## src/rtl/tlf_pkg.sv

```systemverilog
package tlf_pkg;

    localparam int TAB_SHIFT = 3;          // tab stop of 8 columns
    localparam int MAX_FILL  = 54;         // hold fill limit, keeps the held bytes within 54 words

    localparam logic [7:0] C_TAB = 8'h09;
    localparam logic [7:0] C_BS  = 8'h08;
    localparam logic [7:0] C_CR  = 8'h0D;
    localparam logic [7:0] C_SP  = 8'h20;
    localparam logic [7:0] C_NL  = 8'h0A;

    localparam logic [15:0] WIDTH_RESET = 16'd80;

    localparam logic [1:0] REG_WIDTH       = 2'd0;
    localparam logic [1:0] REG_COUNT_BYTES = 2'd1;
    localparam logic [1:0] REG_BLANKS      = 2'd2;

    typedef struct packed {
        logic       is_end;
        logic       is_nl;
        logic [7:0] data;
    } t_item;

    typedef struct packed {
        logic [15:0] line_width;
        logic        count_bytes;
        logic        break_at_blanks;
    } t_cfg;

    typedef enum logic [3:0] {
        S_IDLE, S_DISPATCH, S_CHECK, S_PLAN, S_RD_ADDR, S_RD_DATA,
        S_UNIT, S_NL, S_WR, S_FINISH
    } t_state;

    typedef enum logic [2:0] {
        T_NONE, T_END, T_NL, T_BYTE, T_TU, T_START
    } t_tail;

    function automatic logic [2:0] seq_len(input logic [7:0] lead);
        logic [2:0] n;
        begin
            n = 3'd0;
            if (lead >= 8'hC2 && lead <= 8'hDF) n = 3'd2;
            else if (lead >= 8'hE0 && lead <= 8'hEF) n = 3'd3;
            else if (lead >= 8'hF0 && lead <= 8'hF4) n = 3'd4;
            return n;
        end
    endfunction

    function automatic logic fits_next(input logic [7:0] lead, input logic [1:0] pos,
                                       input logic [7:0] b);
        logic [7:0] lo;
        logic [7:0] hi;
        begin
            lo = 8'h80;
            hi = 8'hBF;
            if (pos == 2'd1) begin
                if (lead == 8'hE0) lo = 8'hA0;
                else if (lead == 8'hED) hi = 8'h9F;
                else if (lead == 8'hF0) lo = 8'h90;
                else if (lead == 8'hF4) hi = 8'h8F;
            end
            return (b >= lo) && (b <= hi);
        end
    endfunction

endpackage

```

## src/rtl/tlf_if.sv

```systemverilog
interface tlf_in_if;
    logic       valid;
    logic       ready;
    logic       action;
    logic [7:0] data_byte;

    modport source (output valid, output action, output data_byte, input ready);
    modport sink   (input valid, input action, input data_byte, output ready);
endinterface

interface tlf_out_if;
    logic       valid;
    logic       ready;
    logic [7:0] out_byte;
    logic       last_of_run;

    modport source (output valid, output out_byte, output last_of_run, input ready);
    modport sink   (input valid, input out_byte, input last_of_run, output ready);
endinterface

```

## src/rtl/tlf_ram.sv

```systemverilog
module tlf_ram #(
    parameter int WIDTH = 8,
    parameter int DEPTH = 62
) (
    input  logic                     i_clk,
    input  logic                     i_we,
    input  logic [$clog2(DEPTH)-1:0] i_waddr,
    input  logic [WIDTH-1:0]         i_wdata,
    input  logic [$clog2(DEPTH)-1:0] i_raddr,
    output logic [WIDTH-1:0]         o_rdata
);
    logic [WIDTH-1:0] r_mem [DEPTH];
    logic [WIDTH-1:0] r_rdata;

    always_ff @(posedge i_clk) begin
        if (i_we) begin
            r_mem[i_waddr] <= i_wdata;
        end
        r_rdata <= r_mem[i_raddr];
    end

    assign o_rdata = r_rdata;
endmodule

```

## src/rtl/tlf_front.sv

```systemverilog
module tlf_front
    import tlf_pkg::*;
(
    input  logic  i_clk,
    input  logic  i_rst_n,
    tlf_in_if.sink i_in,
    output logic  o_q_valid,
    output t_item o_q_item,
    input  logic  i_q_pop
);
    t_item      r_q [2];
    logic       r_wp;
    logic       r_rp;
    logic [1:0] r_cnt;
    logic       push;
    t_item      item;

    assign i_in.ready = (r_cnt != 2'd2);
    assign push       = i_in.valid && i_in.ready;

    always_comb begin
        item.is_end = i_in.action;
        item.is_nl  = !i_in.action && (i_in.data_byte == C_NL);
        item.data   = i_in.data_byte;
    end

    always_ff @(posedge i_clk) begin
        if (!i_rst_n) begin
            r_wp  <= 1'b0;
            r_rp  <= 1'b0;
            r_cnt <= 2'd0;
        end else begin
            if (push) begin
                r_q[r_wp] <= item;
                r_wp      <= !r_wp;
            end
            if (i_q_pop) begin
                r_rp <= !r_rp;
            end
            r_cnt <= r_cnt + 2'(push) - 2'(i_q_pop);
        end
    end

    assign o_q_valid = (r_cnt != 2'd0);
    assign o_q_item  = r_q[r_rp];
endmodule

```

## src/rtl/tlf_back.sv

```systemverilog
module tlf_back
    import tlf_pkg::*;
#(
    parameter int HOLD_DEPTH = 62
) (
    input  logic      i_clk,
    input  logic      i_rst_n,
    input  t_cfg      i_cfg,
    input  logic      i_q_valid,
    input  t_item     i_q_item,
    output logic      o_q_pop,
    tlf_out_if.source o_out
);
    localparam int HW = $clog2(HOLD_DEPTH + 1);
    localparam int AW = $clog2(HOLD_DEPTH);
    localparam int HOLD_FILL = (HOLD_DEPTH < MAX_FILL) ? HOLD_DEPTH : MAX_FILL;

    t_state      r_state, n_state;
    t_tail       r_tail;
    logic [7:0]  r_b;
    logic [15:0] r_col;
    logic [HW-1:0] r_hcnt;
    logic [HW-1:0] r_hi;
    logic        r_blank;
    logic [7:0]  r_part [3];
    logic [1:0]  r_pcnt;
    logic [1:0]  r_pf_n, r_pf_i;
    logic [7:0]  r_u [4];
    logic [2:0]  r_ulen;
    logic [1:0]  r_ui;
    logic        r_p_flush, r_p_unit, r_p_nl, r_p_rescan, r_p_wr, r_p_mark, r_again;
    logic        r_rescan;
    logic [7:0]  r_rs_lead;
    logic [2:0]  r_rs_n;
    logic [1:0]  r_rs_k;
    logic        r_lag_v;
    logic [7:0]  r_lag_b;
    logic        r_ov, r_ol;
    logic [7:0]  r_ob;

    logic        out_free, can_emit, emit_en, finish_push, ram_we, unit_last;
    logic [7:0]  emit_b, ram_wdata, ram_rdata;
    logic        blanks_on, is_blank, fits_hold;
    logic [16:0] nc;
    logic [15:0] rs_base;
    logic [16:0] rs_nc;

    function automatic logic [16:0] col_step(input logic [15:0] col, input logic [7:0] x,
                                             input logic plain);
        logic [16:0] c;
        begin
            c = {1'b0, col};
            if (plain) return c + 17'd1;
            if (x == C_TAB) return ((c >> TAB_SHIFT) + 17'd1) << TAB_SHIFT;
            if (x == C_BS) return (col != 16'd0) ? c - 17'd1 : 17'd0;
            if (x == C_CR) return 17'd0;
            return c + 17'd1;
        end
    endfunction

    tlf_ram #(.WIDTH(8), .DEPTH(HOLD_DEPTH)) u_hold (
        .i_clk  (i_clk),
        .i_we   (ram_we),
        .i_waddr(r_hcnt[AW-1:0]),
        .i_wdata(ram_wdata),
        .i_raddr(r_hi[AW-1:0]),
        .o_rdata(ram_rdata)
    );

    assign out_free  = !r_ov || o_out.ready;
    assign can_emit  = !r_lag_v || out_free;
    assign blanks_on = i_cfg.break_at_blanks && !i_cfg.count_bytes;
    assign nc        = col_step(r_col, r_u[0], i_cfg.count_bytes || (r_ulen > 3'd1));
    assign is_blank  = !i_cfg.count_bytes && (r_ulen == 3'd1) &&
                       (r_u[0] == C_SP || r_u[0] == C_TAB);
    assign fits_hold = ({1'b0, r_hcnt} + (HW+1)'(r_ulen)) <= (HW+1)'(HOLD_FILL);
    assign unit_last = ({1'b0, r_ui} + 3'd1) == r_ulen;
    assign rs_base   = (r_rs_k == 2'd0) ? r_col : r_col + 16'(r_rs_k) - 16'd1;
    assign rs_nc     = col_step(rs_base, ram_rdata, i_cfg.count_bytes);

    // next state
    always_comb begin
        n_state = r_state;
        unique case (r_state)
            S_IDLE:     if (i_q_valid) n_state = S_DISPATCH;
            S_DISPATCH: begin
                if (r_pf_i != r_pf_n) begin
                    n_state = S_CHECK;
                end else begin
                    unique case (r_tail)
                        T_NONE:        n_state = S_FINISH;
                        T_END, T_NL:   n_state = S_PLAN;
                        T_BYTE, T_TU:  n_state = S_CHECK;
                        T_START:       n_state = (seq_len(r_b) != 3'd0) ? S_DISPATCH : S_CHECK;
                        default:       n_state = S_FINISH;
                    endcase
                end
            end
            S_CHECK:    n_state = S_PLAN;
            S_PLAN: begin
                priority if (r_p_flush || r_p_rescan && !r_p_unit && !r_p_nl)
                    n_state = S_RD_ADDR;
                else if (r_p_unit) n_state = S_UNIT;
                else if (r_p_nl)   n_state = S_NL;
                else if (r_p_wr)   n_state = S_WR;
                else               n_state = r_again ? S_CHECK : S_DISPATCH;
            end
            S_RD_ADDR:  n_state = (r_hi == r_hcnt) ? S_PLAN : S_RD_DATA;
            S_RD_DATA:  if (can_emit) n_state = S_RD_ADDR;
            S_UNIT:     if (can_emit && unit_last) n_state = S_PLAN;
            S_NL:       if (can_emit) n_state = S_PLAN;
            S_WR:       if (unit_last) n_state = S_PLAN;
            S_FINISH:   if (!r_lag_v || out_free) n_state = S_IDLE;
            default:    n_state = S_IDLE;
        endcase
    end

    // outputs
    always_comb begin
        emit_en     = 1'b0;
        emit_b      = C_NL;
        o_q_pop     = 1'b0;
        ram_we      = 1'b0;
        ram_wdata   = r_u[r_ui];
        finish_push = 1'b0;
        unique case (r_state)
            S_IDLE:    o_q_pop = i_q_valid;
            S_RD_DATA: begin
                emit_en = can_emit;
                emit_b  = ram_rdata;
            end
            S_UNIT: begin
                emit_en = can_emit;
                emit_b  = r_u[r_ui];
            end
            S_NL:      emit_en = can_emit;
            S_WR:      ram_we = 1'b1;
            S_FINISH:  finish_push = r_lag_v && out_free;
            default: ;
        endcase
    end

    always_ff @(posedge i_clk) begin
        if (!i_rst_n) begin
            r_state    <= S_IDLE;
            r_tail     <= T_NONE;
            r_col      <= 16'd0;
            r_hcnt     <= '0;
            r_blank    <= 1'b0;
            r_pcnt     <= 2'd0;
            r_pf_n     <= 2'd0;
            r_pf_i     <= 2'd0;
            r_p_flush  <= 1'b0;
            r_p_unit   <= 1'b0;
            r_p_nl     <= 1'b0;
            r_p_rescan <= 1'b0;
            r_p_wr     <= 1'b0;
            r_p_mark   <= 1'b0;
            r_again    <= 1'b0;
            r_rescan   <= 1'b0;
            r_rs_k     <= 2'd0;
        end else begin
            r_state <= n_state;
            unique case (r_state)
                S_IDLE: if (i_q_valid) begin
                    r_b    <= i_q_item.data;
                    r_pf_i <= 2'd0;
                    r_pf_n <= 2'd0;
                    if (i_q_item.is_end || i_q_item.is_nl || i_cfg.count_bytes) begin
                        r_pf_n <= r_pcnt;
                        r_pcnt <= 2'd0;
                        r_tail <= i_q_item.is_end ? T_END : (i_q_item.is_nl ? T_NL : T_BYTE);
                    end else if (r_pcnt == 2'd0) begin
                        r_tail <= T_START;
                    end else if (fits_next(r_part[0], r_pcnt, i_q_item.data)) begin
                        if ({1'b0, r_pcnt} + 3'd1 == seq_len(r_part[0])) begin
                            r_u[0] <= r_part[0];
                            r_u[1] <= (r_pcnt == 2'd1) ? i_q_item.data : r_part[1];
                            r_u[2] <= (r_pcnt == 2'd2) ? i_q_item.data : r_part[2];
                            r_u[3] <= i_q_item.data;
                            r_ulen <= {1'b0, r_pcnt} + 3'd1;
                            r_pcnt <= 2'd0;
                            r_tail <= T_TU;
                        end else begin
                            r_part[r_pcnt] <= i_q_item.data;
                            r_pcnt         <= r_pcnt + 2'd1;
                            r_tail         <= T_NONE;
                        end
                    end else begin
                        r_pf_n <= r_pcnt;
                        r_pcnt <= 2'd0;
                        r_tail <= T_START;
                    end
                end
                S_DISPATCH: begin
                    r_again <= 1'b0;
                    if (r_pf_i != r_pf_n) begin
                        r_u[0] <= r_part[r_pf_i];
                        r_ulen <= 3'd1;
                        r_pf_i <= r_pf_i + 2'd1;
                    end else begin
                        r_tail <= T_NONE;
                        unique case (r_tail)
                            T_END: begin
                                r_p_flush <= 1'b1;
                                r_col     <= 16'd0;
                            end
                            T_NL: begin
                                r_p_flush <= 1'b1;
                                r_p_nl    <= 1'b1;
                                r_col     <= 16'd0;
                            end
                            T_BYTE: begin
                                r_u[0] <= r_b;
                                r_ulen <= 3'd1;
                            end
                            T_START: begin
                                if (seq_len(r_b) != 3'd0) begin
                                    r_part[0] <= r_b;
                                    r_pcnt    <= 2'd1;
                                end else begin
                                    r_u[0] <= r_b;
                                    r_ulen <= 3'd1;
                                end
                            end
                            default: ;
                        endcase
                    end
                end
                S_CHECK: begin
                    r_again <= 1'b0;
                    if (!blanks_on && r_blank) begin
                        r_p_flush <= 1'b1;
                        r_again   <= 1'b1;
                    end else if (nc > {1'b0, i_cfg.line_width}) begin
                        if (r_col == 16'd0) begin
                            // unit too wide on its own line
                            r_p_flush <= 1'b1;
                            r_p_unit  <= 1'b1;
                            r_p_nl    <= 1'b1;
                        end else begin
                            r_p_nl  <= 1'b1;
                            r_again <= 1'b1;
                            if (r_blank) r_p_rescan <= 1'b1;
                            else         r_col      <= 16'd0;
                        end
                    end else begin
                        r_col <= nc[15:0];
                        if (blanks_on && is_blank) begin
                            r_p_flush <= 1'b1;
                            r_p_unit  <= 1'b1;
                            r_p_mark  <= 1'b1;
                        end else if (r_blank) begin
                            if (fits_hold) begin
                                r_p_wr <= 1'b1;
                            end else begin
                                r_p_flush <= 1'b1;
                                r_p_unit  <= 1'b1;
                            end
                        end else begin
                            r_p_unit <= 1'b1;
                        end
                    end
                end
                S_PLAN: begin
                    r_hi   <= '0;
                    r_ui   <= 2'd0;
                    r_rs_k <= 2'd0;
                    priority if (r_p_flush) begin
                        r_p_flush <= 1'b0;
                        r_rescan  <= 1'b0;
                    end else if (r_p_unit) begin
                        r_p_unit <= 1'b0;
                    end else if (r_p_nl) begin
                        r_p_nl <= 1'b0;
                    end else if (r_p_rescan) begin
                        r_p_rescan <= 1'b0;
                        r_rescan   <= 1'b1;
                        r_col      <= 16'd0;
                    end else if (r_p_wr) begin
                        r_p_wr <= 1'b0;
                    end else if (r_p_mark) begin
                        r_p_mark <= 1'b0;
                        r_blank  <= 1'b1;
                    end
                end
                S_RD_ADDR: if (r_hi == r_hcnt) begin
                    if (r_rescan) r_col <= rs_base;
                    r_hcnt  <= '0;
                    r_blank <= 1'b0;
                end
                S_RD_DATA: if (can_emit) begin
                    r_hi <= r_hi + HW'(1);
                    if (r_rescan) begin
                        if (r_rs_k != 2'd0 && fits_next(r_rs_lead, r_rs_k, ram_rdata)) begin
                            if ({1'b0, r_rs_k} + 3'd1 == r_rs_n) r_rs_k <= 2'd0;
                            else                                 r_rs_k <= r_rs_k + 2'd1;
                        end else begin
                            // broken or no sequence: pending continuation bytes count one each
                            r_col <= rs_nc[15:0];
                            if (seq_len(ram_rdata) != 3'd0) begin
                                r_rs_lead <= ram_rdata;
                                r_rs_n    <= seq_len(ram_rdata);
                                r_rs_k    <= 2'd1;
                            end else begin
                                r_rs_k <= 2'd0;
                            end
                        end
                    end
                end
                S_UNIT: if (can_emit) r_ui <= r_ui + 2'd1;
                S_WR: begin
                    r_ui   <= r_ui + 2'd1;
                    r_hcnt <= r_hcnt + HW'(1);
                end
                default: ;
            endcase
        end
    end

    // one word of lag tells which word closes the run
    always_ff @(posedge i_clk) begin
        if (!i_rst_n) begin
            r_ov    <= 1'b0;
            r_lag_v <= 1'b0;
        end else if (emit_en) begin
            r_lag_b <= emit_b;
            r_lag_v <= 1'b1;
            if (r_lag_v) begin
                r_ob <= r_lag_b;
                r_ol <= 1'b0;
                r_ov <= 1'b1;
            end else if (o_out.ready) begin
                r_ov <= 1'b0;
            end
        end else if (finish_push) begin
            r_ob    <= r_lag_b;
            r_ol    <= 1'b1;
            r_ov    <= 1'b1;
            r_lag_v <= 1'b0;
        end else if (o_out.ready) begin
            r_ov <= 1'b0;
        end
    end

    assign o_out.valid       = r_ov;
    assign o_out.out_byte    = r_ob;
    assign o_out.last_of_run = r_ol;
endmodule

```

## src/rtl/text_line_folder_core.sv

```systemverilog
// channel | dir | words                           | handshake
// i_in    | in  | action, data_byte               | valid/ready
// o_out   | out | out_byte, last_of_run           | valid/ready
// apb     | in  | line_width, count_bytes, blanks | psel/penable, pready high
//
// a plain byte passes the dispatch, check, plan and unit states of the back end;
// a hold ram byte, sent or rescanned, adds the address and registered read states
// a two-word queue lets input words land while the back end works or stalls
// synchronous active-low reset clears control state; hold ram contents are not cleared
// a stalled output holds its word while the back end may still run one word ahead
module text_line_folder_core
    import tlf_pkg::*;
#(
    parameter int HOLD_DEPTH = 62
) (
    input  logic        i_clk,
    input  logic        i_rst_n,
    tlf_in_if.sink      i_in,
    tlf_out_if.source   o_out,
    input  logic        psel,
    input  logic        penable,
    input  logic        pwrite,
    input  logic [3:0]  paddr,
    input  logic [31:0] pwdata,
    output logic [31:0] prdata,
    output logic        pready
);
    t_cfg  r_cfg;
    logic  q_valid, q_pop;
    t_item q_item;
    logic  wr;

    assign pready = 1'b1;
    assign wr     = psel && penable && pwrite && pready;

    always_ff @(posedge i_clk) begin
        if (!i_rst_n) begin
            r_cfg.line_width      <= WIDTH_RESET;
            r_cfg.count_bytes     <= 1'b0;
            r_cfg.break_at_blanks <= 1'b0;
        end else if (wr) begin
            unique case (paddr[3:2])
                REG_WIDTH:       r_cfg.line_width      <= pwdata[15:0];
                REG_COUNT_BYTES: r_cfg.count_bytes     <= pwdata[0];
                REG_BLANKS:      r_cfg.break_at_blanks <= pwdata[0];
                default: ;
            endcase
        end
    end

    always_comb begin
        unique case (paddr[3:2])
            REG_WIDTH:       prdata = {16'd0, r_cfg.line_width};
            REG_COUNT_BYTES: prdata = {31'd0, r_cfg.count_bytes};
            REG_BLANKS:      prdata = {31'd0, r_cfg.break_at_blanks};
            default:         prdata = 32'd0;
        endcase
    end

    tlf_front u_front (
        .i_clk    (i_clk),
        .i_rst_n  (i_rst_n),
        .i_in     (i_in),
        .o_q_valid(q_valid),
        .o_q_item (q_item),
        .i_q_pop  (q_pop)
    );

    tlf_back #(.HOLD_DEPTH(HOLD_DEPTH)) u_back (
        .i_clk    (i_clk),
        .i_rst_n  (i_rst_n),
        .i_cfg    (r_cfg),
        .i_q_valid(q_valid),
        .i_q_item (q_item),
        .o_q_pop  (q_pop),
        .o_out    (o_out)
    );
endmodule

```

## src/flat_wrapper.sv

```systemverilog
// flat-port wrapper written by rule: the top's interface ports become plain ports
module text_line_folder_core_flat import tlf_pkg::*;
#(
    parameter int HOLD_DEPTH = 62
)
  (i_clk, i_rst_n, psel, penable, pwrite, paddr, pwdata, prdata, pready, i_in_valid, i_in_action, i_in_data_byte, i_in_ready, o_out_valid, o_out_out_byte, o_out_last_of_run, o_out_ready);
  tlf_in_if i_in_i ();
  tlf_out_if o_out_i ();
  input  logic i_clk;
  input  logic i_rst_n;
  input  logic psel;
  input  logic penable;
  input  logic pwrite;
  input  logic [3:0] paddr;
  input  logic [31:0] pwdata;
  output logic [31:0] prdata;
  output logic pready;
  input wire logic [$bits(i_in_i.valid)-1:0] i_in_valid;
  input wire logic [$bits(i_in_i.action)-1:0] i_in_action;
  input wire logic [$bits(i_in_i.data_byte)-1:0] i_in_data_byte;
  output wire logic [$bits(i_in_i.ready)-1:0] i_in_ready;
  output wire logic [$bits(o_out_i.valid)-1:0] o_out_valid;
  output wire logic [$bits(o_out_i.out_byte)-1:0] o_out_out_byte;
  output wire logic [$bits(o_out_i.last_of_run)-1:0] o_out_last_of_run;
  input wire logic [$bits(o_out_i.ready)-1:0] o_out_ready;
  assign i_in_i.valid = i_in_valid;
  assign i_in_i.action = i_in_action;
  assign i_in_i.data_byte = i_in_data_byte;
  assign i_in_ready = i_in_i.ready;
  assign o_out_valid = o_out_i.valid;
  assign o_out_out_byte = o_out_i.out_byte;
  assign o_out_last_of_run = o_out_i.last_of_run;
  assign o_out_i.ready = o_out_ready;
  text_line_folder_core #(.HOLD_DEPTH(HOLD_DEPTH)) u_core (.i_clk(i_clk), .i_rst_n(i_rst_n), .i_in(i_in_i), .o_out(o_out_i), .psel(psel), .penable(penable), .pwrite(pwrite), .paddr(paddr), .pwdata(pwdata), .prdata(prdata), .pready(pready));
endmodule
```

## config.mk

```make
export PLATFORM = sky130hd
export DESIGN_NAME = text_line_folder_core_flat
export DESIGN_NICKNAME = d
export VERILOG_FILES = /design/src/rtl/tlf_pkg.sv /design/src/rtl/tlf_if.sv /design/src/rtl/tlf_ram.sv /design/src/rtl/tlf_front.sv /design/src/rtl/tlf_back.sv /design/src/rtl/text_line_folder_core.sv /design/src/flat_wrapper.sv
export SDC_FILE = /design/constraint.sdc
export NUM_CORES = 1
export LEC_CHECK = 0
export ABC_AREA = 1
export BUFFER_PORTS_ARGS = -buffer_cell sky130_fd_sc_hd__clkbuf_2
export CAP_MARGIN = 5
export CORE_MARGIN = 2
export CORE_UTILIZATION = 50
export CTS_BUF_LIST = sky130_fd_sc_hd__clkbuf_2 sky130_fd_sc_hd__clkbuf_4 sky130_fd_sc_hd__clkbuf_8
export DETAILED_ROUTE_END_ITERATION = 6
export PLACE_DENSITY = 0.66
export SYNTH_ARGS = -nofsm -noshare
export SYNTH_HDL_FRONTEND = slang
export SYNTH_SLANG_ARGS = --single-unit
export TNS_END_PERCENT = 5
```

## constraint.sdc

```tcl
create_clock -name i_clk -period 5.6 [get_ports i_clk]
set_clock_uncertainty 0.05 [all_clocks]
set_input_delay 0 -clock i_clk [delete_from_list [all_inputs] [get_ports i_clk]]
set_output_delay 0 -clock i_clk [all_outputs]
set_load 0.02 [all_outputs]
```

; ---- Yosys cells after proc, flatten, opt, wreduce, memory -nomap -nowiden
; Memory sizes are Yosys's and may differ from the RTL's. A register that Yosys moved wholly into a read port is not among the register bits.
; Index checks and enable logic that the tools add are counted.
[classes]
add_sub_neg = 20
n_lt_le_gt_ge = 25
eq_ne = 91
n_mux = 314
bitwise_logic = 4
reduce_logical = 94
[op_table]
columns = operator, n
row1 = $mux W16, 25
row2 = $mux W8, 27
row3 = $mux W17, 9
row4 = $mux W1, 137
row5 = $mux W3, 38
row6 = $mux W6, 16
row7 = $pmux W16 S5, 1
row8 = $ne A2 B2 Y1 const B, 39
row9 = $ge A8 B8 Y1 const B, 9
row10 = $le A8 B8 Y1 const B, 9
row11 = $eq A8 B8 Y1 const B, 8
row12 = $eq A8 B4 Y1 const B, 7
row13 = $mux W2, 25
row14 = $pmux W16 S3, 1
row15 = $mux W4, 11
row16 = $pmux W4 S10, 1
row17 = $reduce_bool A16 Y1, 2
row18 = $sub A16 B1 Y16 const B, 2
row19 = $logic_and A1 B1 Y1, 25
row20 = $pmux W6 S2, 2
row21 = $reduce_and A6 Y1, 4
row22 = $reduce_and A3 Y1, 7
row23 = $mux W5, 4
row24 = $reduce_bool A2 Y1, 10
row25 = 62 further kinds, 129
[word_totals]
regBits = 117
mem_bits_rw = 572
inputBits = 52
wordCells = 586
n_memories = 4
[memory_table]
columns = name, depth, width, rd, rd_ports_with_merged_regs, wr, line_no
row1 = u_core.u_back.u_hold.r_mem, 62, 8, 1, 1, 1, tlf_ram.sv:12  ; logic [WIDTH-1:0] r_mem [DEPTH];
row2 = u_core.u_back.r_u, 4, 8, 2, 1, 4, tlf_back.sv:28  ; logic [7:0] r_u [4];
row3 = u_core.u_back.r_part, 3, 8, 4, 1, 1, tlf_back.sv:25  ; logic [7:0] r_part [3];
row4 = u_core.u_front.r_q, 2, 10, 1, 1, 1, tlf_front.sv:11  ; t_item r_q [2];

; ---- Longest topological paths before layout
; An unclocked memory read counts as a cell.
[logic_depth]
ltp_word = 32
ltp_mapped = 31
ltp_nobuf = 30

; ---- Cells and area by module
; From an unflattened synthesis, not the netlist that was laid out.
[unflattened]
cells_unflattened = 3812
area_unflattened_um2 = 35806.8
[by_module_without_submodules]
columns = mod, instances, cells_each, area_each_um2, seq_area_each_um2
row1 = tlf_ram, 1, 1751, 20693.6, 15054.4
row2 = tlf_back, 1, 1814, 12936.2, 4374.2
row3 = text_line_folder_core, 1, 173, 1142.3, 360.3
row4 = tlf_front, 1, 74, 1034.7, 700.7

; ---- Least setup slack after synthesis
; No wires, ideal clock.
[synth_path]
path_kind = register to register
startpoint = register u_core.u_back.r_col[10]
endpoint = register u_core.u_back.r_col[10]
t_arrival_ns = 3.817
required_ns = 5.484
slack_ns = 1.666
stages_incl_launch_ff = 32
n_path_buf = 2
period_less_slack_ns = 3.934
path_cell_list = dfxtp_1 > clkbuf_1 > inv_1 > ha_1 > nand2_1 > nor2_2 > nand4_1 > nand3_1 > inv_1 > a221oi_1 > nor2_1 > nand2_1 > o21ai_0 > ha_1 > nand2_1 > nor2_1 > nor2_1 > nand4_1 > nand2_1 > inv_1 > o21bai_1 > nand2_1 > nand2_1 > nand2_1 > nand2_1 > nand2_4 > o21ai_2 > nand2_4 > nor2_8 > buf_8 > nand2_1 > a21oi_2
[synth_between]
elab_chain_len = 16
[synth_lines]
columns = element, line_no
row1 = from (decl), tlf_back.sv:21  ; logic [15:0] r_col;
row2 = from (signal assigned), tlf_back.sv:248  ; r_col <= nc[15:0];
row3 = from (signal assigned), tlf_back.sv:288  ; if (r_rescan) r_col <= rs_base;
row4 = from (signal assigned), tlf_back.sv:300  ; r_col <= rs_nc[15:0];
row5 = $add A16 B2 Y16, tlf_back.sv:78  ; assign rs_base = (r_rs_k == 2'd0) ? r_col : r_col + 16'(r_rs_k) - 16'd1;
row6 = $sub A16 B1 Y16, tlf_back.sv:78
row7 = $mux W16, tlf_back.sv:78
row8 = $add A16 B1 Y16, "tlf_back.sv:53, tlf_back.sv:57"
row9 = $mux W16, tlf_back.sv:53  ; if (plain) return c + 17'd1;
row10 = $mux W16, tlf_back.sv:54  ; if (x == C_TAB) return ((c >> TAB_SHIFT) + 17'd1) << TAB_SHIFT;
row11 = $mux W16, tlf_back.sv:55  ; if (x == C_BS) return (col != 16'd0) ? c - 17'd1 : 17'd0;
row12 = $mux W16, tlf_back.sv:56  ; if (x == C_CR) return 17'd0;
row13 = $mux W16, tlf_back.sv:57  ; return c + 17'd1;
row14 = $mux W16, tlf_back.sv:56
row15 = $mux W16, tlf_back.sv:55
row16 = $mux W16, tlf_back.sv:54
row17 = $mux W16, tlf_back.sv:295  ; if (r_rs_k != 2'd0 && fits_next(r_rs_lead, r_rs_k, ram_rdata)) begin
row18 = $mux W16, tlf_back.sv:294  ; if (r_rescan) begin
row19 = $mux W16, tlf_back.sv:292  ; S_RD_DATA: if (can_emit) begin
row20 = $pmux W16 S5, tlf_back.sv:164  ; unique case (r_state)
; Parallel ways exist; a longest one is shown, timed or not. The select of a mux whose other input is x is not followed.
; A chain may end at the register's enable or synchronous reset.

; ---- Final worst setup path
[layout_path]
startpoint = register u_core.u_back.r_col[8]
endpoint = register u_core.u_back.r_col[15]
; Same word-level chain as after synthesis.

==> flow_summary.toml <==
[timing]
setup_viol = 0
tns_ps = 0
timing.slew.headroom_pct = 31.6
slew_violations = 0
tightestPinTransition_ps = 1020
fin_crit_ps = 4710
hold_violations = 0
fmax_mhz = 212
post-route-period-util_pct = 84.1
rsz0062_at_grt = "false"

[final_layout]
layout-drive-gt1-share_pct = 9.80
nNetsFinal = 3811
stdcell_count = 4688
final_cell_mix = "edfxtp_1, nor2_1, nand2_1, o21ai_0, inv_1"
syn_to_final_growth_pct = 12.3
final_common_cell = "edfxtp_1"
fin_util_pct = 56.6

[min_path]
hold_path_class = "in2reg"

[run_status]
status = "complete, but fails checks"
violations = "DRC"

[placement]
globalplace.congestion = 0.972
dp.cells = 4415
port_buffers = 60
dpl.hpwl_um = 59400

[synthesis]
postSynthCellCount = 3535
avgSynthCellArea_um2 = 9.79
synth-warning-count = 0
async_flop_share_pct = 0
synth_edf_count = 627
synth_seq_cells = 710
yosysUniqueCellTypes = 67
synth_seq_area_share_pct = 59.2
syn_area_um2 = 34600
synth-main-ff-cell = "edfxtp_1"

[die]
fp.dieW_um = 267
coreArea_um2 = 68600
io_pins = 96
die_y_um = 267
num_rows = 96
initial_core_util_pct = 50.4
dieArea_um2 = 71300

[cts]
cts_tree = "built"
cts.reportedPaths.clkPinSlew_ps = 70
worstSkewPairLatency_ps = 760
numCtsBuffers = 114
cts-root-buf = "clkbuf_8"
cts_hold_buffers = 63
clockBufferDepth = 3
clock_sinks = 710
cts.htree.levels = 3
cts_setup_buffers = 0
cts_resized = 0

[setup_path]
cp_slowest_stage_delay_ps = 400
arrival_ps = 5320
rr_worst_depth = 30
cp-end-kind = "flip-flop"
r2r_slack_ps = 890
endpoint = "u_core.u_back.r_col[15]"
rr_startpoint = "u_core.u_back.r_col[8]"
critical_path_class = "reg2reg"
worstPathMaxFanout = 17
cp.required_ps = 6210
start_kind = "flip-flop"
worst_path_max_delay_cell = "dfxtp_1"
worstReg2RegEnd = "u_core.u_back.r_col[15]"
path_common_cell = "nand2_1"
setup.worst_path.start = "u_core.u_back.r_col[8]"

[grt]
antenna_found_initial = 1
grt_pass1_wl_um = 145000
grt_max_degree = 160
gr-total-overflow = 0
grt_pass1_vias = 25300
grt_usage_pct = 26.4

[power]
ir_worst_vdd_mv = 0.270
p_leak_nw = 14.3
p_per_area_nw_per_um2 = 351

[drt]
antenna_left = 0
vias = 26900
route.detailed.drc = 1
viasPerCell = 5.73
drt-pass1-iter-count = 7
detail_route.wl_per_cell_um = 20.2
drtIter0Drc = 2971
wirelength_um = 94900

[job]
cap_violations = 0
[layout make-up]
| class | instances | area, um2 |
|---|---|---|
| antenna | 1 | 2.50 |
| clock buffer | 169 | 2040 |
| clock inverter | 40 | 280 |
| fill | 5912 | 29700 |
| inverter | 302 | 1140 |
| multi-input combinational | 2364 | 12400 |
| sequential | 710 | 20500 |
| tap | 931 | 1160 |
| timing repair buffer | 171 | 1330 |
[cell usage after synthesis (all sizes together), types with 2 or more instances]
| cell type | instances | area [um2] |
|---|---|---|
| a21boi | 2 | 15.0 |
| o21a | 3 | 22.5 |
| o311ai | 2 | 17.5 |
| mux2 | 2 | 22.5 |
| o21bai | 5 | 37.5 |
| a311oi | 3 | 26.3 |
| nand2 | 528 | 2010 |
| o21ai | 440 | 2220 |
| edfxtp | 627 | 18800 |
| o22ai | 102 | 638 |
| nand3b | 4 | 30.0 |
| a2111oi | 2 | 17.5 |
| nand3 | 162 | 811 |
| xor2 | 49 | 429 |
| ha | 94 | 1180 |
| nor3 | 55 | 302 |
| a41oi | 2 | 36.3 |
| nor2 | 555 | 2140 |
| conb | 2 | 7.51 |
| o31ai | 11 | 82.6 |
| dfxtp | 83 | 1660 |
| o2111ai | 7 | 61.3 |
| nand4 | 53 | 332 |
| a221oi | 2 | 17.5 |
| a31o | 2 | 17.5 |
| o211ai | 31 | 233 |
| buf | 31 | 218 |
| a211oi | 6 | 45.0 |
| clkinv | 5 | 18.8 |
| a22oi | 3 | 22.5 |
| fa | 2 | 40.0 |
| inv | 297 | 1110 |
| clkbuf | 143 | 538 |
| or2 | 10 | 62.6 |
| a21oi | 122 | 644 |
| o221ai | 42 | 368 |
| nor4 | 10 | 62.6 |
| a31oi | 15 | 93.8 |
| xnor2 | 12 | 105 |
[flip-flops by register name, summed over array words and instances, names as in the netlist, 3 cells and up, named ones only]
signal,flops
u_core.u_back.u_hold.r_mem,496
u_core.u_back.r_part,32
u_core.u_back.r_u,32
u_core.u_front.r_q,20
u_core.r_cfg,18
u_core.u_back.r_col,16
u_core.u_back.o_out.out_byte,8
u_core.u_back.r_b,8
u_core.u_back.r_lag_b,8
u_core.u_back.r_rs_lead,8
u_core.u_back.u_hold.o_rdata,8
u_core.u_back.r_hcnt,6
u_core.u_back.r_hi,6
u_core.u_back.r_state,4
u_core.u_back.r_rs_n,3
u_core.u_back.r_tail,3
u_core.u_back.r_ulen,3
[report_power, final]
| group | total (mW) | switching [mW] | internal [mW] |
|---|---|---|---|
| logic | 2.74 | 1.99 | 0.750 |
| clock network | 4.52 | 2.09 | 2.43 |
| registers | 6.37 | 0.135 | 6.24 |
[worst max-delay path: cells and delay by family (launching register included)]
family	cells	cell delay [ps]
simple gates	19	2220
flops	1	400
buf+inv	4	570
compound gates	5	740
fa+ha+maj	2	620
[worst min-delay path by stage]
| stage | startpoint | to | slack (ps) | cells past startpoint |
|---|---|---|---|---|
| floorplan | i_in_data_byte[0] | u_core.u_front.r_q[0][0] | 50 | 0 |
| global placement | i_in_data_byte[5] | u_core.u_front.r_q[1][5] | 160 | 1 |
| detailed placement | i_in_action | u_core.u_front.r_q[0][9] | 160 | 1 |
| CTS | i_in_data_byte[2] | u_core.u_front.r_q[0][8] | 5 | 3 |
| global route | i_in_data_byte[2] | u_core.u_front.r_q[1][8] | 60 | 3 |
| finish | i_in_data_byte[2] | u_core.u_front.r_q[0][8] | 70 | 3 |
[layer usage]
metal / vias up / track usage (%) / wire [um]
li1: 12700 / - / -
met1: 12900 / 37.3 / 41500
met2: 1126 / 41.8 / 43900
met3: 154 / 4.33 / 7350
met4: 0 / 8.12 / 2200
met5: - / 0 / 0
[metrics by stage]
stage	power (mW)	worst slack [ps]	cell area [um2]	hold slack, ps
2_1_floorplan	8.24	1670	34600	48.9
3_3_place_gp	9.10	1060	35900	158
3_5_place_dp	9.14	968	35900	161
4_1_cts	13.6	924	38800	4.80
5_1_grt	14.2	427	38800	59.8
6_report	13.6	888	38800	67.1
[cell families after synthesis]
family / synth area share, %
fa+ha+maj: 3.52
xor+xnor: 1.54
simple gates: 16.7
mux: 0.0940
flops: 59.2
other cells: 0.0217
compound gates: 13.4
buf+inv: 5.46
Power figures use the tool's default switching activity.
